**src/hw/rtl/mctb_pkg.sv**
```systemverilog
// package for the multi-channel timer bank
// holds sizes, request codes, sequencer states and the step unit result type
// no dependencies
`timescale 1ns / 1ps

package mctb_pkg;

  localparam int NUM_TIMERS  = 8;
  localparam int COUNT_WIDTH = 32;
  localparam int IDX_W       = (NUM_TIMERS > 1) ? $clog2(NUM_TIMERS) : 1;

  localparam int IN_DATA_W  = 40;
  localparam int OUT_DATA_W = 8;

  typedef enum logic [1:0] {
    MODE_TICK   = 2'd0,
    MODE_ARM    = 2'd1,
    MODE_DISARM = 2'd2,
    MODE_POLL   = 2'd3
  } mode_t;

  typedef enum logic [1:0] {
    ST_IDLE,
    ST_TICK,
    ST_POLL,
    ST_EMPTY
  } state_t;

  typedef struct packed {
    logic [COUNT_WIDTH-1:0] remaining;
    logic                   hit;
    logic                   keep_en;
  } step_res_t;

endpackage

```
**src/hw/rtl/mctb_step_unit.sv**
```systemverilog
// shared countdown unit: decrement one channel, detect expiry, pick reload
// depends on mctb_pkg
`timescale 1ns / 1ps

module mctb_step_unit
  import mctb_pkg::*;
(
  input  logic [COUNT_WIDTH-1:0] remaining,
  input  logic [COUNT_WIDTH-1:0] reload_value,
  input  logic                   repeat_mode,
  output step_res_t              res
);

  logic [COUNT_WIDTH-1:0] dec;

  always_comb begin
    dec = remaining - COUNT_WIDTH'(1);
    res.hit = (dec == '0);
    // periodic channels reload, one-shot channels drop their enable
    res.remaining = (res.hit && repeat_mode) ? reload_value : dec;
    res.keep_en = !res.hit || repeat_mode;
  end

endmodule

```
**src/hw/rtl/multi_channel_timer_bank_top.sv**
```systemverilog
// top level of the multi-channel timer bank: channel store, sequencer, output register
// depends on mctb_pkg and mctb_step_unit
//
//  channel | direction | tdata                                   | tuser  | tlast
//  in_     | request   | timer_index, interval, periodic, notify | mode   | -
//  out_    | result    | expired_index                           | fired  | last
//
// arm and disarm complete in the accept cycle; in_tready is high again next cycle.
// a tick visits one channel per cycle through the shared decrementer, every channel in turn.
// a poll scans one channel per cycle, except while an output stall holds it;
// an empty poll places its single result once the output register is free.
// out_tready low holds the scan at a reportable channel until the output register frees.
// rst_n (synchronous) clears all channel flags; counts are don't-care while disabled.
`timescale 1ns / 1ps

module multi_channel_timer_bank_top
  import mctb_pkg::*;
(
  input  logic                  clk,
  input  logic                  rst_n,
  input  logic                  in_tvalid,
  output logic                  in_tready,
  // [2:0] timer_index, [34:3] interval, [35] periodic, [36] notify, rest zero
  input  logic [IN_DATA_W-1:0]  in_tdata,
  // [1:0] mode
  input  logic [1:0]            in_tuser,
  output logic                  out_tvalid,
  input  logic                  out_tready,
  // [2:0] expired_index, rest zero
  output logic [OUT_DATA_W-1:0] out_tdata,
  // [0] fired
  output logic                  out_tuser,
  output logic                  out_tlast
);

  logic [COUNT_WIDTH-1:0] rem_r    [NUM_TIMERS];
  logic [COUNT_WIDTH-1:0] reload_r [NUM_TIMERS];
  logic [NUM_TIMERS-1:0]  en_r, rep_r, hnd_r, exp_r;
  logic [NUM_TIMERS-1:0]  mask_r, mask_nxt;

  state_t            state_r, state_nxt;
  logic [IDX_W-1:0]  cnt_r, cnt_nxt;
  logic              ov_r, ov_nxt;
  logic [2:0]        oidx_r, oidx_nxt;
  logic              ofired_r, ofired_nxt;
  logic              olast_r, olast_nxt;

  logic [2:0]             in_idx;
  logic [COUNT_WIDTH-1:0] in_ivl;
  logic                   in_per, in_ntf, idx_ok, accept, last_ch, slot_free;
  logic [IDX_W-1:0]       wr_idx;
  mode_t                  in_mode;
  step_res_t              step;

  assign in_idx  = in_tdata[2:0];
  assign in_ivl  = COUNT_WIDTH'(in_tdata[34:3]);
  assign in_per  = in_tdata[35];
  assign in_ntf  = in_tdata[36];
  assign in_mode = mode_t'(in_tuser);
  assign idx_ok  = (32'(in_idx) < NUM_TIMERS);
  assign wr_idx  = IDX_W'(in_idx);

  assign in_tready = (state_r == ST_IDLE);
  assign accept    = in_tvalid && in_tready;
  assign last_ch   = (cnt_r == IDX_W'(NUM_TIMERS - 1));
  assign slot_free = !ov_r || out_tready;

  mctb_step_unit u_step (
    .remaining    (rem_r[cnt_r]),
    .reload_value (reload_r[cnt_r]),
    .repeat_mode  (rep_r[cnt_r]),
    .res          (step)
  );

  // sequencer and output register
  always_comb begin
    state_nxt  = state_r;
    cnt_nxt    = cnt_r;
    mask_nxt   = mask_r;
    ov_nxt     = ov_r && !out_tready;
    oidx_nxt   = oidx_r;
    ofired_nxt = ofired_r;
    olast_nxt  = olast_r;
    case (state_r)
      ST_IDLE: begin
        cnt_nxt = '0;
        if (accept) begin
          case (in_mode)
            MODE_TICK: state_nxt = ST_TICK;
            MODE_POLL: begin
              mask_nxt  = exp_r & hnd_r;
              state_nxt = ((exp_r & hnd_r) == '0) ? ST_EMPTY : ST_POLL;
            end
            default: state_nxt = ST_IDLE;
          endcase
        end
      end
      ST_TICK: begin
        cnt_nxt = cnt_r + IDX_W'(1);
        if (last_ch) state_nxt = ST_IDLE;
      end
      ST_POLL: begin
        if (!mask_r[cnt_r] || slot_free) begin
          if (mask_r[cnt_r]) begin
            ov_nxt     = 1'b1;
            oidx_nxt   = 3'(cnt_r);
            ofired_nxt = 1'b1;
            // last when no reportable channel lies above this one
            olast_nxt  = (((mask_r >> cnt_r) >> 1) == '0);
          end
          cnt_nxt = cnt_r + IDX_W'(1);
          if (last_ch) state_nxt = ST_IDLE;
        end
      end
      ST_EMPTY: begin
        if (slot_free) begin
          ov_nxt     = 1'b1;
          oidx_nxt   = '0;
          ofired_nxt = 1'b0;
          olast_nxt  = 1'b1;
          state_nxt  = ST_IDLE;
        end
      end
      default: state_nxt = ST_IDLE;
    endcase
  end

  always_ff @(posedge clk) begin
    if (!rst_n) begin
      state_r <= ST_IDLE;
      cnt_r   <= '0;
      ov_r    <= 1'b0;
    end else begin
      state_r <= state_nxt;
      cnt_r   <= cnt_nxt;
      ov_r    <= ov_nxt;
    end
    mask_r   <= mask_nxt;
    oidx_r   <= oidx_nxt;
    ofired_r <= ofired_nxt;
    olast_r  <= olast_nxt;
  end

  // channel flags
  always_ff @(posedge clk) begin
    if (!rst_n) begin
      en_r  <= '0;
      rep_r <= '0;
      hnd_r <= '0;
      exp_r <= '0;
    end else begin
      case (state_r)
        ST_IDLE: begin
          if (accept) begin
            case (in_mode)
              MODE_ARM: begin
                if (idx_ok) begin
                  en_r[wr_idx]  <= 1'b1;
                  rep_r[wr_idx] <= in_per;
                  hnd_r[wr_idx] <= in_ntf;
                  exp_r[wr_idx] <= 1'b0;
                end
              end
              MODE_DISARM: begin
                if (idx_ok) begin
                  en_r[wr_idx]  <= 1'b0;
                  rep_r[wr_idx] <= 1'b0;
                  hnd_r[wr_idx] <= 1'b0;
                  exp_r[wr_idx] <= 1'b0;
                end
              end
              MODE_POLL: exp_r <= '0;
              default: ;
            endcase
          end
        end
        ST_TICK: begin
          if (en_r[cnt_r]) begin
            en_r[cnt_r] <= step.keep_en;
            if (step.hit) exp_r[cnt_r] <= 1'b1;
          end
        end
        default: ;
      endcase
    end
  end

  // channel counts; disarm leaves them, a disabled channel's count is never used
  always_ff @(posedge clk) begin
    if (accept && in_mode == MODE_ARM && idx_ok) begin
      rem_r[wr_idx]    <= in_ivl;
      reload_r[wr_idx] <= in_ivl;
    end else if (state_r == ST_TICK && en_r[cnt_r]) begin
      rem_r[cnt_r] <= step.remaining;
    end
  end

  assign out_tvalid = ov_r;
  assign out_tdata  = {{(OUT_DATA_W - 3){1'b0}}, oidx_r};
  assign out_tuser  = ofired_r;
  assign out_tlast  = olast_r;

endmodule
```
**config.mk**
```make
export PLATFORM = sky130hd
export DESIGN_NAME = multi_channel_timer_bank_top
export DESIGN_NICKNAME = d
export VERILOG_FILES = /design/src/hw/rtl/mctb_pkg.sv /design/src/hw/rtl/mctb_step_unit.sv /design/src/hw/rtl/multi_channel_timer_bank_top.sv
export SDC_FILE = /design/constraint.sdc
export NUM_CORES = 1
export LEC_CHECK = 0
export ABC_AREA = 1
export ABC_CLOCK_PERIOD_IN_PS = 4600
export BUFFER_PORTS_ARGS = -buffer_cell sky130_fd_sc_hd__buf_2
export CORE_ASPECT_RATIO = 0.7
export CORE_MARGIN = 4
export CORE_UTILIZATION = 41
export CTS_CLUSTER_SIZE = 40
export DETAILED_ROUTE_END_ITERATION = 7
export HOLD_SLACK_MARGIN = 0.08
export PLACE_DENSITY_LB_ADDON = 0.1
export SYNTH_ARGS = -nofsm -noshare
export SYNTH_HDL_FRONTEND = slang
export SYNTH_SLANG_ARGS = --single-unit
```
**constraint.sdc**
```tcl
create_clock -name clk -period 4.6 [get_ports clk]
set_clock_uncertainty 0.2 [all_clocks]
set_input_delay 0.23 -clock clk [delete_from_list [all_inputs] [get_ports clk]]
set_output_delay 0.23 -clock clk [all_outputs]
set_load 0.01 [all_outputs]
```
==> results.sh <==
export IMPL_status="completed"
export IMPL_finalNetCount=2792
export IMPL_wl_met2_mm=31.7
export IMPL_avgSynthCellArea_um2=9.80
export IMPL_hold_viol=0
export IMPL_fin_crit_sh=0.923
export IMPL_drt_pre_antenna_iters=6
export IMPL_placed_area_mm2=0.0273
export IMPL_pwr_share_clk=0.313
export IMPL_final_cells=3599
export IMPL_power_internal_mw=9.29
export IMPL_dp_hpwl_mm=43.1
export IMPL_highest_layer="met4"
export IMPL_drt_total_wl_mm=69.6
export IMPL_synthFlopType="edfxtp_1"
export IMPL_swShare=0.337
export IMPL_timing_rr_end="rem_r[1][20]"
export IMPL_htreeDepth=2
export IMPL_hold_path_class="primary input to register"
export IMPL_antenna_found_initial=0
export IMPL_layout_drive_gt1_share=0.0924
export IMPL_drc=0
export IMPL_dp_cells=3452
export IMPL_rsz0062_at_grt="false"
export IMPL_antenna_left=0
export IMPL_syn_area_mm2=0.0260
export IMPL_holdPathStages=8
export IMPL_clock_fmax_mhz=235
export IMPL_die_h_um=219
export IMPL_synth_seq_cells=566
export IMPL_worst_slew_pin_slew_ns=0.932
export IMPL_yosysUniqueCellTypes=42
export IMPL_grt_pass1_wl_mm=106
export IMPL_postCtsSetupBuffers=0
export IMPL_startpoint_type="register"
export IMPL_gp_congestion=0.898
export IMPL_grt_max_degree=103
export IMPL_p_comb_frac=0.274
export IMPL_initial_core_util=0.419
export IMPL_cts_max_path_buffers=3
export IMPL_postSynthCellCount=2658
export IMPL_drt_met1_wl_mm=33.4
export IMPL_synth_edf_count=525
export IMPL_netSwitchingPower_mw=4.73
export IMPL_core_mm2=0.0622
export IMPL_synthToLayoutAreaGrowth_pct=13.4
export IMPL_arrival_ns=4.44
export IMPL_gr_total_overflow=0
export IMPL_cp_max_fo=42
export IMPL_die_area_mm2=0.0677
export IMPL_final_area_mm2=0.0295
export IMPL_routedWlPerCell_um=19.3
export IMPL_cts_buffers=57
export IMPL_insertedDiodeCount=0
export IMPL_min_delay_start="in_tuser[1]"
export IMPL_cp_data_required_time_ns=4.79
export IMPL_finalHoldWorstSlack_ns=0.161
export IMPL_yosys_warnings=0
export IMPL_viasPerCell=5.20
export IMPL_worstSkewPairLatency_ns=0.63
export IMPL_timing_final_ws_setup_ns=0.352
export IMPL_yosysSeqAreaShare=0.637
export IMPL_grtUsageTotal=0.205
export IMPL_dp_slack_ns=0.318
export IMPL_ios=58
export IMPL_vdd_drop_max_v=0.000303
export IMPL_setup_worst_path_end_class="register"
export IMPL_drtIter0Drc=1518
export IMPL_worstSetupPathType="register to register"
export IMPL_setup_tns_final_ns=0
export IMPL_power_frac_seq=0.414
export IMPL_die_x_um=309
export IMPL_finalSetupViolCount=0
export IMPL_worst_hold_path_endpoint="state_r[0]"
export IMPL_rows=76
export IMPL_cts_tree="done"
export IMPL_r2r_setup_slack_ns=0.35
export IMPL_finalMaxSlewViolations=0
export IMPL_p_leak_nw=11.4
export IMPL_max_cap_viol_count=0
export IMPL_vias=18700
export IMPL_clkTransAtPathRegs_ns=0.06
export IMPL_min_period_ns=4.25
export IMPL_cts_sinks=566
export IMPL_rr_worst_depth=20
export IMPL_async_flop_share=0
export IMPL_root_buffer="clkbuf_16"
export IMPL_max_slew_margin=0.377
export IMPL_portBuffers=49
export IMPL_grt_pass1_vias=17800
export IMPL_wl_met3_mm=3.54
export IMPL_p_per_area_mw_per_mm2=475
[layer usage]
metal	track usage	vias up
met2	0.333	456
met4	0.0398	0
met3	0.0244	77
li1	-	9131
met5	0	-
met1	0.300	9047
[repair_timing]
action                                 4_1_cts  5_1_grt
setup endpoints to repair                    0      142
hold buffers                                42        0
endpoints found under the hold margin      360        0
gates resized for setup                      0        6
[metrics by stage]
step,power (mW),utilization
finish,14.0,0.475
global route,14.8,0.475
CTS,14.1,0.475
detailed placement,9.71,0.439
global placement,9.67,0.439
floorplan,8.57,-
[cell usage after synthesis (2+ instances only)]
cell type / count / area share
o22ai_1: 33 / 0.0079
inv_1: 291 / 0.042
nor4_1: 2 / 0.00048
buf_6: 17 / 0.0073
nor2_1: 301 / 0.043
xor2_1: 5 / 0.0017
clkbuf_1: 71 / 0.010
a221oi_1: 3 / 0.0010
nand2_1: 671 / 0.097
nand4_1: 44 / 0.011
o21ai_1: 3 / 0.00058
clkinv_1: 2 / 0.00029
o221ai_1: 37 / 0.012
buf_2: 26 / 0.0050
a211oi_1: 12 / 0.0035
dfxtp_1: 41 / 0.032
o21ai_0: 193 / 0.037
nand2_2: 11 / 0.0026
o21a_1: 3 / 0.00086
nand3_1: 232 / 0.045
nor3_1: 10 / 0.0019
or2_2: 4 / 0.00096
edfxtp_1: 525 / 0.61
nor2_4: 8 / 0.0035
buf_4: 20 / 0.0058
inv_2: 11 / 0.0016
ha_1: 12 / 0.0058
a21oi_1: 40 / 0.0077
o21bai_1: 4 / 0.0012
buf_1: 5 / 0.00072
nor2_2: 10 / 0.0024
[flip-flops by register name (all words and copies together) (netlist names), named ones only]
register,cells
cnt_r,3
state_r,2
out_tvalid,1
rep_r,8
exp_r,8
rem_r,256
hnd_r,8
reload_r,256
oidx_r,3
out_tuser,1
out_tlast,1
mask_r,8
[cells in the final DEF (no fill, tap or decap), types with 15 or more instances in the layout]
master	count
nand2_2	16
nor2_1	284
buf_2	49
buf_4	49
dlygate4sd3_1	42
nand3_1	232
clkinv_1	16
clkbuf_16	60
nand2_1	666
o21ai_0	193
o22ai_1	33
dfxtp_1	38
inv_1	290
edfxtp_1	525
clkbuf_1	15
a21oi_1	40
nor2_4	25
o221ai_1	37
nand4_1	44
[worst max-delay path: stages, from the launching register on]
cell and delay [ns]:
dfxtp_4 0.44, buf_12 0.24, buf_4 0.27, nand2_1 0.08, nand3_1 0.11, nand2_1 0.07, nand2_1 0.06, nand2_1 0.10
nor2_1 0.34, nand3_1 0.23, inv_1 0.24, nand2_1 0.07, nand2_1 0.13, nand3_1 0.09, nor2_1 0.13, nand2_1 0.15
nor2_4 0.16, nand3_4 0.31, nand2_1 0.21, nand3_1 0.08, nand2_1 0.28
[power groups by stage]
stage          Sequential (mW)  Clock (mW)  Combinational [mW]
3_3_place_gp              5.90           0                3.77
2_1_floorplan             5.87           0                2.69
5_1_grt                   5.80        4.71                4.30
4_1_cts                   5.79        4.49                3.85
6_report                  5.80        4.38                3.84
3_5_place_dp              5.90           0                3.81
[final cells by class]
cell class              count  area [um^2]
fillers                  5795        32700
flip-flops and latches    566        16600
multi-input cells        1653         7720
clock buffers              80         1630
repair buffers            152         1270
inverters                 304         1150
well taps                 819         1020
clock inverters            25          141
[worst max path at each step]
stage,end,startpoint,cells after the start
floorplan,rem_r[0][0],cnt_r[0],15
global placement,rem_r[0][20],register,20
detailed placement,rem_r[3][9],register,20
CTS,rem_r[2][21],register,20
global route,rem_r[5][21],register,22
finish,rem_r[1][20],register,20
[cells by family (layout without fill, tap and decap cells)]
kind of cell    count (synthesis)  in the layout  synth area share
compound gates                333            333            0.0738
xor+xnor                        6              6           0.00202
fa+ha+maj                      12             12           0.00576
buf+inv                       443            561            0.0729
flops                         566            566             0.637
other cells                     1              5          0.000144
simple gates                 1297           1297             0.209
Note: power is estimated with default switching activity, not from simulation.
